**src/sv/kst_pkg.sv**
```systemverilog
// shared constants, key tables and types for the scancode translator
package kst_pkg;

    // scan byte and character widths
    localparam int unsigned SCAN_W  = 8;
    localparam int unsigned KEY_W   = 7;
    localparam int unsigned CHAR_W  = 7;
    // keymap memory: plain half then shifted half
    localparam int unsigned MAP_DEPTH = 256;
    localparam int unsigned MAP_AW    = 8;

    // special scan codes
    localparam logic [SCAN_W-1:0] LSHIFT_MAKE  = 8'd99;
    localparam logic [SCAN_W-1:0] RSHIFT_MAKE  = 8'd110;
    localparam logic [SCAN_W-1:0] LSHIFT_BREAK = 8'd227;
    localparam logic [SCAN_W-1:0] RSHIFT_BREAK = 8'd238;

    // shift-held bits
    typedef struct packed {
        logic right;
        logic left;
    } t_shift;

    // unshifted characters, indexed by key number
    localparam logic [CHAR_W-1:0] PLAIN_MAP [128] = '{
        // 0 .. 29
        7'd0, 7'd0, 7'd0, 7'd0, 7'd0, 7'd0, 7'd0, 7'd0, 7'd0, 7'd0,
        7'd0, 7'd0, 7'd0, 7'd0, 7'd0, 7'd0, 7'd0, 7'd0, 7'd0, 7'd0,
        7'd0, 7'd0, 7'd0, 7'd0, 7'd0, 7'd0, 7'd0, 7'd0, 7'd0, 7'd0,
        // 30 .. 43: digit row, backspace
        7'd49, 7'd50, 7'd51, 7'd52, 7'd53, 7'd54, 7'd55, 7'd56, 7'd57, 7'd48,
        7'd45, 7'd61, 7'd0, 7'd8,
        // 44 .. 53: tab at the end
        7'd0, 7'd0, 7'd0, 7'd0, 7'd0, 7'd0, 7'd0, 7'd0, 7'd0, 7'd9,
        // 54 .. 65: top letter row
        7'd113, 7'd119, 7'd101, 7'd114, 7'd116, 7'd121, 7'd117, 7'd105,
        7'd111, 7'd112, 7'd91, 7'd93,
        // 66 .. 76
        7'd0, 7'd0, 7'd0, 7'd0, 7'd0, 7'd0, 7'd0, 7'd0, 7'd0, 7'd0, 7'd0,
        // 77 .. 89: home row, return
        7'd97, 7'd115, 7'd100, 7'd102, 7'd103, 7'd104, 7'd106, 7'd107,
        7'd108, 7'd59, 7'd39, 7'd92, 7'd13,
        // 90 .. 99
        7'd0, 7'd0, 7'd0, 7'd0, 7'd0, 7'd0, 7'd0, 7'd0, 7'd0, 7'd0,
        // 100 .. 109: bottom row
        7'd122, 7'd120, 7'd99, 7'd118, 7'd98, 7'd110, 7'd109, 7'd44,
        7'd46, 7'd47,
        // 110 .. 120
        7'd0, 7'd0, 7'd0, 7'd0, 7'd0, 7'd0, 7'd0, 7'd0, 7'd0, 7'd0, 7'd0,
        // 121 .. 127: space bar
        7'd32, 7'd0, 7'd0, 7'd0, 7'd0, 7'd0, 7'd0
    };

    // shifted characters, indexed by key number
    localparam logic [CHAR_W-1:0] SHIFT_MAP [128] = '{
        // 0 .. 29
        7'd0, 7'd0, 7'd0, 7'd0, 7'd0, 7'd0, 7'd0, 7'd0, 7'd0, 7'd0,
        7'd0, 7'd0, 7'd0, 7'd0, 7'd0, 7'd0, 7'd0, 7'd0, 7'd0, 7'd0,
        7'd0, 7'd0, 7'd0, 7'd0, 7'd0, 7'd0, 7'd0, 7'd0, 7'd0, 7'd0,
        // 30 .. 43
        7'd33, 7'd64, 7'd35, 7'd36, 7'd37, 7'd94, 7'd38, 7'd42, 7'd40, 7'd41,
        7'd95, 7'd43, 7'd0, 7'd8,
        // 44 .. 53
        7'd0, 7'd0, 7'd0, 7'd0, 7'd0, 7'd0, 7'd0, 7'd0, 7'd0, 7'd9,
        // 54 .. 65
        7'd81, 7'd87, 7'd69, 7'd82, 7'd84, 7'd89, 7'd85, 7'd73,
        7'd79, 7'd80, 7'd123, 7'd125,
        // 66 .. 76
        7'd0, 7'd0, 7'd0, 7'd0, 7'd0, 7'd0, 7'd0, 7'd0, 7'd0, 7'd0, 7'd0,
        // 77 .. 89
        7'd65, 7'd83, 7'd68, 7'd70, 7'd71, 7'd72, 7'd74, 7'd75,
        7'd76, 7'd58, 7'd34, 7'd124, 7'd13,
        // 90 .. 99
        7'd0, 7'd0, 7'd0, 7'd0, 7'd0, 7'd0, 7'd0, 7'd0, 7'd0, 7'd0,
        // 100 .. 109
        7'd90, 7'd88, 7'd67, 7'd86, 7'd66, 7'd78, 7'd77, 7'd60,
        7'd62, 7'd63,
        // 110 .. 120
        7'd0, 7'd0, 7'd0, 7'd0, 7'd0, 7'd0, 7'd0, 7'd0, 7'd0, 7'd0, 7'd0,
        // 121 .. 127
        7'd32, 7'd0, 7'd0, 7'd0, 7'd0, 7'd0, 7'd0
    };

    // keymap contents at one memory address: top bit picks the shifted half
    function automatic logic [CHAR_W-1:0] keymap_entry(input logic [MAP_AW-1:0] addr);
        logic [KEY_W-1:0] key;
        key = addr[KEY_W-1:0];
        return addr[MAP_AW-1] ? SHIFT_MAP[key] : PLAIN_MAP[key];
    endfunction

endpackage

```
**src/sv/keyboard_scancode_translator_top.sv**
```systemverilog
// top level of the keyboard scancode to ascii translator
//
// Input channel: one scan byte per word on i_scan_code, handshake
// i_in_valid / o_in_ready. Output channel: one ascii character per word on
// o_ascii_char, handshake o_out_valid / i_out_ready.
// Make bytes (bit 7 clear) and the two shift release bytes give no word;
// every other release byte gives exactly one character, 0 if unmapped.
// The shift press/release bytes update two shift-held flags; the character
// comes from the shifted half of the keymap if either flag is set after
// the current byte.
// Path: a taken byte's character is read into the keymap memory's read
// register, then moves on into the output register.
// Throughput: one byte per cycle after the keymap load while the receiver
// keeps i_out_ready high; set by the single read port of the keymap memory.
// Reset: shift flags clear, then the keymap memory is loaded from its
// constant tables; o_in_ready stays low during the load.
// Receiver stall: one finished character waits in the output register and
// one more in the memory read stage; input is held off only when both
// are occupied and the receiver is not taking a word.
module keyboard_scancode_translator_top (
    input  logic                        i_clk,
    input  logic                        i_rst_n,
    input  logic                        i_in_valid,
    output logic                        o_in_ready,
    input  logic [kst_pkg::SCAN_W-1:0]  i_scan_code,
    output logic                        o_out_valid,
    input  logic                        i_out_ready,
    output logic [kst_pkg::CHAR_W-1:0]  o_ascii_char
);

    kst_pkg::t_shift             r_shift;
    kst_pkg::t_shift             n_shift;
    logic                        r_s1_valid;
    logic                        r_out_valid;
    logic [kst_pkg::CHAR_W-1:0]  r_out_char;
    logic                        w_map_ready;
    logic                        w_in_acc;
    logic                        w_s1_move;
    logic                        w_has_result;
    logic [kst_pkg::MAP_AW-1:0]  w_raddr;
    logic [kst_pkg::CHAR_W-1:0]  w_rdata;

    // handshake control
    assign w_s1_move  = r_s1_valid && (!r_out_valid || i_out_ready);
    assign o_in_ready = w_map_ready && (!r_s1_valid || w_s1_move);
    assign w_in_acc   = i_in_valid && o_in_ready;

    // shift flag update for the current byte
    always_comb begin
        n_shift = r_shift;
        priority if (i_scan_code == kst_pkg::LSHIFT_MAKE) begin
            n_shift.left = 1'b1;
        end else if (i_scan_code == kst_pkg::RSHIFT_MAKE) begin
            n_shift.right = 1'b1;
        end else if (i_scan_code == kst_pkg::LSHIFT_BREAK) begin
            n_shift.left = 1'b0;
        end else if (i_scan_code == kst_pkg::RSHIFT_BREAK) begin
            n_shift.right = 1'b0;
        end else begin
            n_shift = r_shift;
        end
    end

    // release bytes other than the shift keys give a character
    assign w_has_result = i_scan_code[kst_pkg::SCAN_W-1]
                       && (i_scan_code != kst_pkg::LSHIFT_BREAK)
                       && (i_scan_code != kst_pkg::RSHIFT_BREAK);
    assign w_raddr      = {(n_shift.left || n_shift.right),
                           i_scan_code[kst_pkg::KEY_W-1:0]};

    always_ff @(posedge i_clk) begin
        if (!i_rst_n) begin
            r_shift <= '0;
        end else if (w_in_acc) begin
            r_shift <= n_shift;
        end
    end

    // keymap lookup
    kst_keymap u_keymap (
        .i_clk   (i_clk),
        .i_rst_n (i_rst_n),
        .i_re    (w_in_acc && w_has_result),
        .i_raddr (w_raddr),
        .o_rdata (w_rdata),
        .o_ready (w_map_ready)
    );

    // read stage valid
    always_ff @(posedge i_clk) begin
        if (!i_rst_n) begin
            r_s1_valid <= 1'b0;
        end else if (w_in_acc) begin
            r_s1_valid <= w_has_result;
        end else if (w_s1_move) begin
            r_s1_valid <= 1'b0;
        end
    end

    // output register
    always_ff @(posedge i_clk) begin
        if (!i_rst_n) begin
            r_out_valid <= 1'b0;
        end else if (w_s1_move) begin
            r_out_valid <= 1'b1;
        end else if (i_out_ready) begin
            r_out_valid <= 1'b0;
        end
    end

    always_ff @(posedge i_clk) begin
        if (w_s1_move) begin
            r_out_char <= w_rdata;
        end
    end

    assign o_out_valid  = r_out_valid;
    assign o_ascii_char = r_out_char;

    // no byte taken while the keymap is still loading
    a_no_accept_during_load: assert property (@(posedge i_clk) disable iff (!i_rst_n)
        !w_map_ready |-> !o_in_ready)
        else $error("byte accepted during keymap load");

    // left shift release clears the left flag
    a_lshift_release: assert property (@(posedge i_clk) disable iff (!i_rst_n)
        (w_in_acc && i_scan_code == kst_pkg::LSHIFT_BREAK) |=> !r_shift.left)
        else $error("left shift flag not cleared");

    // make bytes never fill the read stage
    a_make_no_result: assert property (@(posedge i_clk) disable iff (!i_rst_n)
        (w_in_acc && !i_scan_code[kst_pkg::SCAN_W-1]) |=> !r_s1_valid)
        else $error("make byte produced a character");

    // a blocked read stage keeps its character
    a_s1_hold: assert property (@(posedge i_clk) disable iff (!i_rst_n)
        (r_s1_valid && r_out_valid && !i_out_ready) |=> (r_s1_valid && $stable(w_rdata)))
        else $error("pending character lost under stall");

endmodule

```
**src/sv/kst_ram.sv**
```systemverilog
// generic single-port-write, single-port-read ram with registered read
module kst_ram #(
    parameter int unsigned WIDTH = 8,
    parameter int unsigned DEPTH = 256
) (
    input  logic                     i_clk,
    input  logic                     i_we,
    input  logic [$clog2(DEPTH)-1:0] i_waddr,
    input  logic [WIDTH-1:0]         i_wdata,
    input  logic                     i_re,
    input  logic [$clog2(DEPTH)-1:0] i_raddr,
    output logic [WIDTH-1:0]         o_rdata
);

    logic [WIDTH-1:0] r_mem [DEPTH];
    logic [WIDTH-1:0] r_rdata;

    // write port
    always_ff @(posedge i_clk) begin
        if (i_we) begin
            r_mem[i_waddr] <= i_wdata;
        end
    end

    // read port, data holds while read enable is low
    always_ff @(posedge i_clk) begin
        if (i_re) begin
            r_rdata <= r_mem[i_raddr];
        end
    end

    assign o_rdata = r_rdata;

endmodule

```
**src/sv/kst_keymap.sv**
```systemverilog
// keymap memory with its load sequencer
module kst_keymap (
    input  logic                         i_clk,
    input  logic                         i_rst_n,
    input  logic                         i_re,
    input  logic [kst_pkg::MAP_AW-1:0]   i_raddr,
    output logic [kst_pkg::CHAR_W-1:0]   o_rdata,
    output logic                         o_ready
);

    logic [kst_pkg::MAP_AW-1:0] r_fill_addr;
    logic                       r_loaded;
    logic                       w_we;
    logic [kst_pkg::CHAR_W-1:0] w_wdata;

    // load sweep: one entry per cycle after reset
    always_ff @(posedge i_clk) begin
        if (!i_rst_n) begin
            r_fill_addr <= '0;
            r_loaded    <= 1'b0;
        end else if (!r_loaded) begin
            r_fill_addr <= r_fill_addr + 1'b1;
            if (r_fill_addr == {kst_pkg::MAP_AW{1'b1}}) begin
                r_loaded <= 1'b1;
            end
        end
    end

    assign w_we    = !r_loaded;
    assign w_wdata = kst_pkg::keymap_entry(r_fill_addr);
    assign o_ready = r_loaded;

    // table storage
    kst_ram #(
        .WIDTH (kst_pkg::CHAR_W),
        .DEPTH (kst_pkg::MAP_DEPTH)
    ) u_ram (
        .i_clk   (i_clk),
        .i_we    (w_we),
        .i_waddr (r_fill_addr),
        .i_wdata (w_wdata),
        .i_re    (i_re && r_loaded),
        .i_raddr (i_raddr),
        .o_rdata (o_rdata)
    );

endmodule

```
**config.mk**
```make
export PLATFORM = sky130hd
export DESIGN_NAME = keyboard_scancode_translator_top
export DESIGN_NICKNAME = d
export VERILOG_FILES = /design/src/sv/kst_pkg.sv /design/src/sv/keyboard_scancode_translator_top.sv /design/src/sv/kst_ram.sv /design/src/sv/kst_keymap.sv
export SDC_FILE = /design/constraint.sdc
export NUM_CORES = 2
export LEC_CHECK = 0
export BUFFER_PORTS_ARGS = -buffer_cell sky130_fd_sc_hd__buf_4
export CAP_MARGIN = 20
export CELL_PAD_IN_SITES_DETAIL_PLACEMENT = 1
export CELL_PAD_IN_SITES_GLOBAL_PLACEMENT = 2
export CORE_MARGIN = 2
export CORE_UTILIZATION = 40
export DETAILED_ROUTE_END_ITERATION = 7
export GPL_TIMING_DRIVEN = 0
export PLACE_DENSITY_LB_ADDON = 0.1
export SLEW_MARGIN = 10
export SYNTH_ARGS = -nofsm -noshare
export SYNTH_HDL_FRONTEND = slang
export SYNTH_SLANG_ARGS = --single-unit
```
**constraint.sdc**
```tcl
create_clock -name i_clk -period 33.3 [get_ports i_clk]
set_input_delay 6.66 -clock i_clk [delete_from_list [all_inputs] [get_ports i_clk]]
set_output_delay 6.66 -clock i_clk [all_outputs]
set_load 0.05 [all_outputs]
```
# After elaboration in Yosys (flattened, before gate mapping)
# Memories as Yosys holds them, arrays and structs flattened. A register that Yosys moved wholly into a read port is not among the register bits.
# Index checks and enable logic that the tools add are counted.
[totals]
ff_bits = 20
ramBits = 1792
mem_bits_ro = 1792
in_bits = 12
output_inout_bits = 9
word_cells = 53
n_memories = 3
[memory_table]
columns = ["memory", "depth", "word_bits", "read_ports", "rd_ports_with_merged_regs", "wr", "line", "rtl"]
rows = [
  ["u_keymap.u_ram.r_mem", 256, 7, 1, 1, 1, "kst_ram.sv:15", "logic [WIDTH-1:0] r_mem [DEPTH];"],
  ["(name not given)", 128, 7, 1, 0, 0, "kst_pkg.sv:88", "return addr[MAP_AW-1] ? SHIFT_MAP[key] : PLAIN_MAP[key];"],
  ["(name not given)", 128, 7, 1, 0, 0, "kst_pkg.sv:88", ""],
]
[op_classes]
add_sub_neg = 1
magnitude_cmp = 1
eq_ne = 7
muxes = 19
bitwise_logic = 1
n_reduce_logical = 14
[op_table]
columns = ["operator", "count"]
rows = [
  ["7-bit two-way mux", 5],
  ["8-bit equality test, second input constant", 3],
  ["8-bit by 7-bit equality test with 1-bit output, second input constant", 2],
  ["8-bit inequality test, second input constant", 2],
  ["1-bit two-way mux", 14],
  ["8-bit by 1-bit adder with 8-bit output, second input constant", 1],
  ["8-bit greater-or-equal comparator, second input constant", 1],
  ["7-bit inverter with 8-bit output", 1],
  ["1-bit logical AND", 7],
  ["2-bit nonzero test", 2],
  ["1-bit logical OR", 3],
  ["1-bit logical NOT", 2],
]

# Longest topological paths before layout
[depth]
word_depth = 8
ltp_mapped = 13
mapped_depth_nobuf = 8

# Hierarchy
# Synthesis repeated with hierarchy kept, for this count alone.
[hier_totals]
hier_cells = 3647
area_unflattened_um2 = 72369.4
[modules_own_cells]
columns = ["module", "n_inst", "cells_per_inst", "area_each_um2", "seq_area_each_um2"]
rows = [
  ["kst_ram", 1, 3381, 70267.4, 54021.8],
  ["kst_keymap", 1, 229, 1640.3, 180.2],
  ["keyboard_scancode_translator_top", 1, 37, 461.7, 290.3],
]

# Worst setup path after synthesis
# Ideal clock, no wire load.
[synth_path]
path_type = "input port to output port"
from = "input i_out_ready"
to = "output o_in_ready"
arrival_time_ns = 7.224
required_time_ns = 26.640
path_slack_ns = 19.416
stages = 3
n_path_buf = 0
cell_sequence = "nor2b_1 nand2_1 and2_1"
[synth_via]
elab_chain_cells = 4
[synth_lines]
columns = ["element", "line", "rtl"]
rows = [
  ["start: declaration", "keyboard_scancode_translator_top.sv:27", "input logic i_out_ready,"],
  ["1-bit logical OR", "keyboard_scancode_translator_top.sv:44", "assign w_s1_move = r_s1_valid && (!r_out_valid || i_out_ready);"],
  ["1-bit logical AND", "keyboard_scancode_translator_top.sv:44", ""],
  ["1-bit logical OR", "keyboard_scancode_translator_top.sv:45", "assign o_in_ready = w_map_ready && (!r_s1_valid || w_s1_move);"],
  ["1-bit logical AND", "keyboard_scancode_translator_top.sv:45", ""],
  ["end: declaration", "keyboard_scancode_translator_top.sv:24", "output logic o_in_ready,"],
]
# No other way between the ends.

# Worst setup path after layout
# Same ends and word-level chain as after synthesis.

==> impl_metrics.env <==
export IMPL_cts_hold_buffers=0
export IMPL_p_sw_share_pct=23.4
export IMPL_syn_nets=3681
export IMPL_slew_viol_final=0
export IMPL_gp_congestion=0.949
export IMPL_cts_tree="yes"
export IMPL_portBuffers=18
export IMPL_antenna_found_initial=28
export IMPL_synthFlopType="edfxtp_1"
export IMPL_syn_area_sq_um=72200
export IMPL_yosys_area_top_type_share_pct=75.1
export IMPL_hp_start="u_keymap.u_ram.o_rdata[6]$_DFFE_PP_"
export IMPL_synth_edff_count=1806
export IMPL_synth_distinct_cells=80
export IMPL_fp_dieArea_sq_um=184000
export IMPL_areaGrowthSynthToFinish_pct=15.6
export IMPL_seqPwrFrac_pct=51.1
export IMPL_vdd_drop_max_uv=48.1
export IMPL_root_buffer="clkbuf_16"
export IMPL_track_usage_pct=33.3
export IMPL_drc=0
export IMPL_cp_required_ps=26640
export IMPL_setup_viol=0
export IMPL_max_freq_mhz=71.0
export IMPL_p_int_mw=3.72
export IMPL_worst_ep_arrival_time_ps=7420
export IMPL_crit_path_start_kind="input port"
export IMPL_first_pass_iters=7
export IMPL_synth_most_common_cell="edfxtp_1"
export IMPL_hold_path_class="reg2reg"
export IMPL_synth_area_leaders="edfxtp_1 (75%), mux4_2 (12%), mux2i_1 (3.2%)"
export IMPL_wl_per_cell_um=47.5
export IMPL_slowest_delay_ps=190
export IMPL_top_level_ports=21
export IMPL_max_cap_violations=0
export IMPL_crit_type="in2out"
export IMPL_via_per_inst=6.54
export IMPL_slowest_stage="and2_1"
export IMPL_drt_antenna_violating_nets=0
export IMPL_dpl_hpwl_um=208000
export IMPL_r2r_setup_slack_ps=28650
export IMPL_hold_viol_final=0
export IMPL_insertion_delay_ps=850
export IMPL_synth_common_cells="edfxtp_1 (1806), mux4_2 (370), nor2_1 (310)"
export IMPL_p_sw_mw=1.14
export IMPL_power_frac_clock_pct=43.9
export IMPL_clkTransAtPathRegs_ps=60
export IMPL_path_cells="buf_4 -> nor2b_1 -> nand2_1 -> and2_1 -> buf_4"
export IMPL_dieHeight_um=429
export IMPL_post_cts_buffers=0
export IMPL_avgSynthCellArea_sq_um=19.7
export IMPL_detail_route_iter0_violations=7127
export IMPL_startpoint="i_out_ready"
export IMPL_finalNetCount=3984
export IMPL_crit_buf_inv=2
export IMPL_status="completed"
export IMPL_overflow=0
export IMPL_worst_slew_pin_transition_ps=1250
export IMPL_synth_seq_cells=1819
export IMPL_cts_buffer_depth=3
export IMPL_power_density_nw_per_um2=58.2
export IMPL_period_share_pct=42.3
export IMPL_syn_inst=3659
export IMPL_timing_slew_headroom_pct=16.3
export IMPL_layout_drive_gt1_share_pct=23.1
export IMPL_rsz0062_at_grt="no"
export IMPL_clock_sinks=1819
export IMPL_crit_family="simple AND/OR/NAND/NOR gates"
export IMPL_comb_power_share_pct=5.0
export IMPL_fillerInstances=16324
export IMPL_grt_pass1_wl_um=402000
export IMPL_grt_pass1_vias=40900
export IMPL_fin_tns_setup_ps=0
export IMPL_start_util_pct=40.3
export IMPL_synth_largest_area_cell="edfxtp_1"
export IMPL_ys_async_sr_fraction_pct=0
export IMPL_htreeDepth=4
export IMPL_yosys_warnings=0
export IMPL_p_leak_nw=26.3
export IMPL_end_kind="output port"
export IMPL_coreArea_sq_um=179000
export IMPL_post_route_min_period_ps=14080
export IMPL_crit_top_cell="buf_4"
export IMPL_yosysSeqAreaShare_pct=75.5
export IMPL_clock_skew_ps=33.6
export IMPL_row_count=155
export IMPL_cts_resized=0
export IMPL_numCtsBuffers=193
export IMPL_num_vias=42409
export IMPL_rr_startpoint="u_keymap.r_fill_addr[2]$_SDFFE_PN0N_"
export IMPL_wl_um=308000
export IMPL_crit_fanout=3
export IMPL_die_width_um=429
export IMPL_grt_start_max_net_pins=82
export IMPL_power_total_mw=4.86
-- power by group through the flow --
stage | Combinational (mW) | Sequential (mW) | Clock (mW)
finish | 0.244 | 2.48 | 2.13
global route | 0.238 | 2.48 | 2.23
CTS | 0.238 | 2.48 | 2.14
detailed placement | 0.237 | 2.53 | 0
global placement | 0.231 | 2.53 | 0
floorplan | 0.0936 | 2.53 | 0
-- worst register-to-register path: cells and delay by family, from the launching register on --
kind	cells	cell delay (ps)
AOI/OAI and AO/OA	3	750
buffers and inverters	10	3290
and+or+nand+nor	1	110
DFF	1	330
-- flip-flops by register name, indices dropped and copies added (netlist names) --
register	cells
u_keymap.u_ram.o_rdata	7
o_out_valid	1
o_ascii_char	7
u_keymap.r_fill_addr	8
u_keymap.u_ram.r_mem	1792
u_keymap.o_ready	1
r_shift	2
r_s1_valid	1
-- worst paths after layout --
path / end / depth (start not counted)
setup / recovery: o_in_ready / 5
hold / removal: o_ascii_char[6]$_DFFE_PP_ / 0
setup reg to reg: u_keymap.u_ram.r_mem[87][4]$_DFFE_PP_ / 14
hold reg to reg: o_ascii_char[6]$_DFFE_PP_ / 0
-- cells in the final DEF, fill, tap and decap left out, drive strengths merged, types with 9 or more instances in the layout --
cell type | synthesis | final
a2111oi | 15 | 15
a211o | 10 | 10
a211oi | 19 | 19
a21oi | 64 | 64
a221oi | 17 | 17
a22oi | 40 | 40
and2 | 15 | 15
buf | 128 | 235
bufinv | 0 | 13
clkbuf | 103 | 350
clkinv | 2 | 87
dfxtp | 13 | 13
diode | 0 | 9
edfxtp | 1806 | 1806
ha | 10 | 10
inv | 9 | 19
mux2 | 25 | 25
mux2i | 229 | 229
mux4 | 370 | 370
nand2 | 110 | 110
nand2b | 11 | 11
nand3 | 27 | 27
nor2 | 310 | 310
nor2b | 30 | 30
nor3 | 15 | 15
o21ai | 69 | 69
o221ai | 24 | 24
o22ai | 55 | 55
-- metrics by stage --
step | area [sq um] | hold slack (ps) | std cells | setup WS (ps) | utilization, %
finish | 83500 | 425 | 6489 | 19220 | 46.6
CTS | 83500 | 422 | 6479 | 19210 | 46.6
global placement | 75300 | 403 | 6032 | 4330 | 42.1
floorplan | 72200 | 400 | 3659 | 19420 | -
global route | 83500 | 441 | 6481 | 19130 | 46.6
detailed placement | 77400 | 408 | 6121 | 19220 | 43.2
-- routing by layer --
metal	global-route usage (%)	wire length, um
met1	46.0	123000
met2	51.2	141000
met3	6.50	28100
met4	15.5	16300
met5	0	52
-- cell type report --
type | count | area [sq um] | share of cell area (%)
Timing Repair Buffer | 108 | 2060 | 2.46
Tap cell | 2355 | 2950 | 3.53
Clock buffer | 247 | 5090 | 6.10
Buffer | 231 | 1440 | 1.72
Sequential cell | 1819 | 54500 | 65.3
Clock inverter | 111 | 1000 | 1.20
Multi-Input combinational cell | 1598 | 16400 | 19.7
Antenna cell | 9 | 22.5 | 0.0270
Inverter | 11 | 41.3 | 0.0494
-- cells by family (layout without fill, tap and decap cells) --
logic type / count (synthesis) / in the layout / synth area share (%)
flops: 1819 / 1819 / 75.5
mux: 624 / 624 / 15.1
simple gates: 563 / 563 / 3.42
compound gates: 394 / 394 / 3.78
buf+inv: 242 / 708 / 1.97
fa+ha+maj: 11 / 11 / 0.187
xor+xnor: 6 / 6 / 0.0728
other cells: 0 / 9 / 0
No activity file was read; power rests on OpenSTA's default activity.
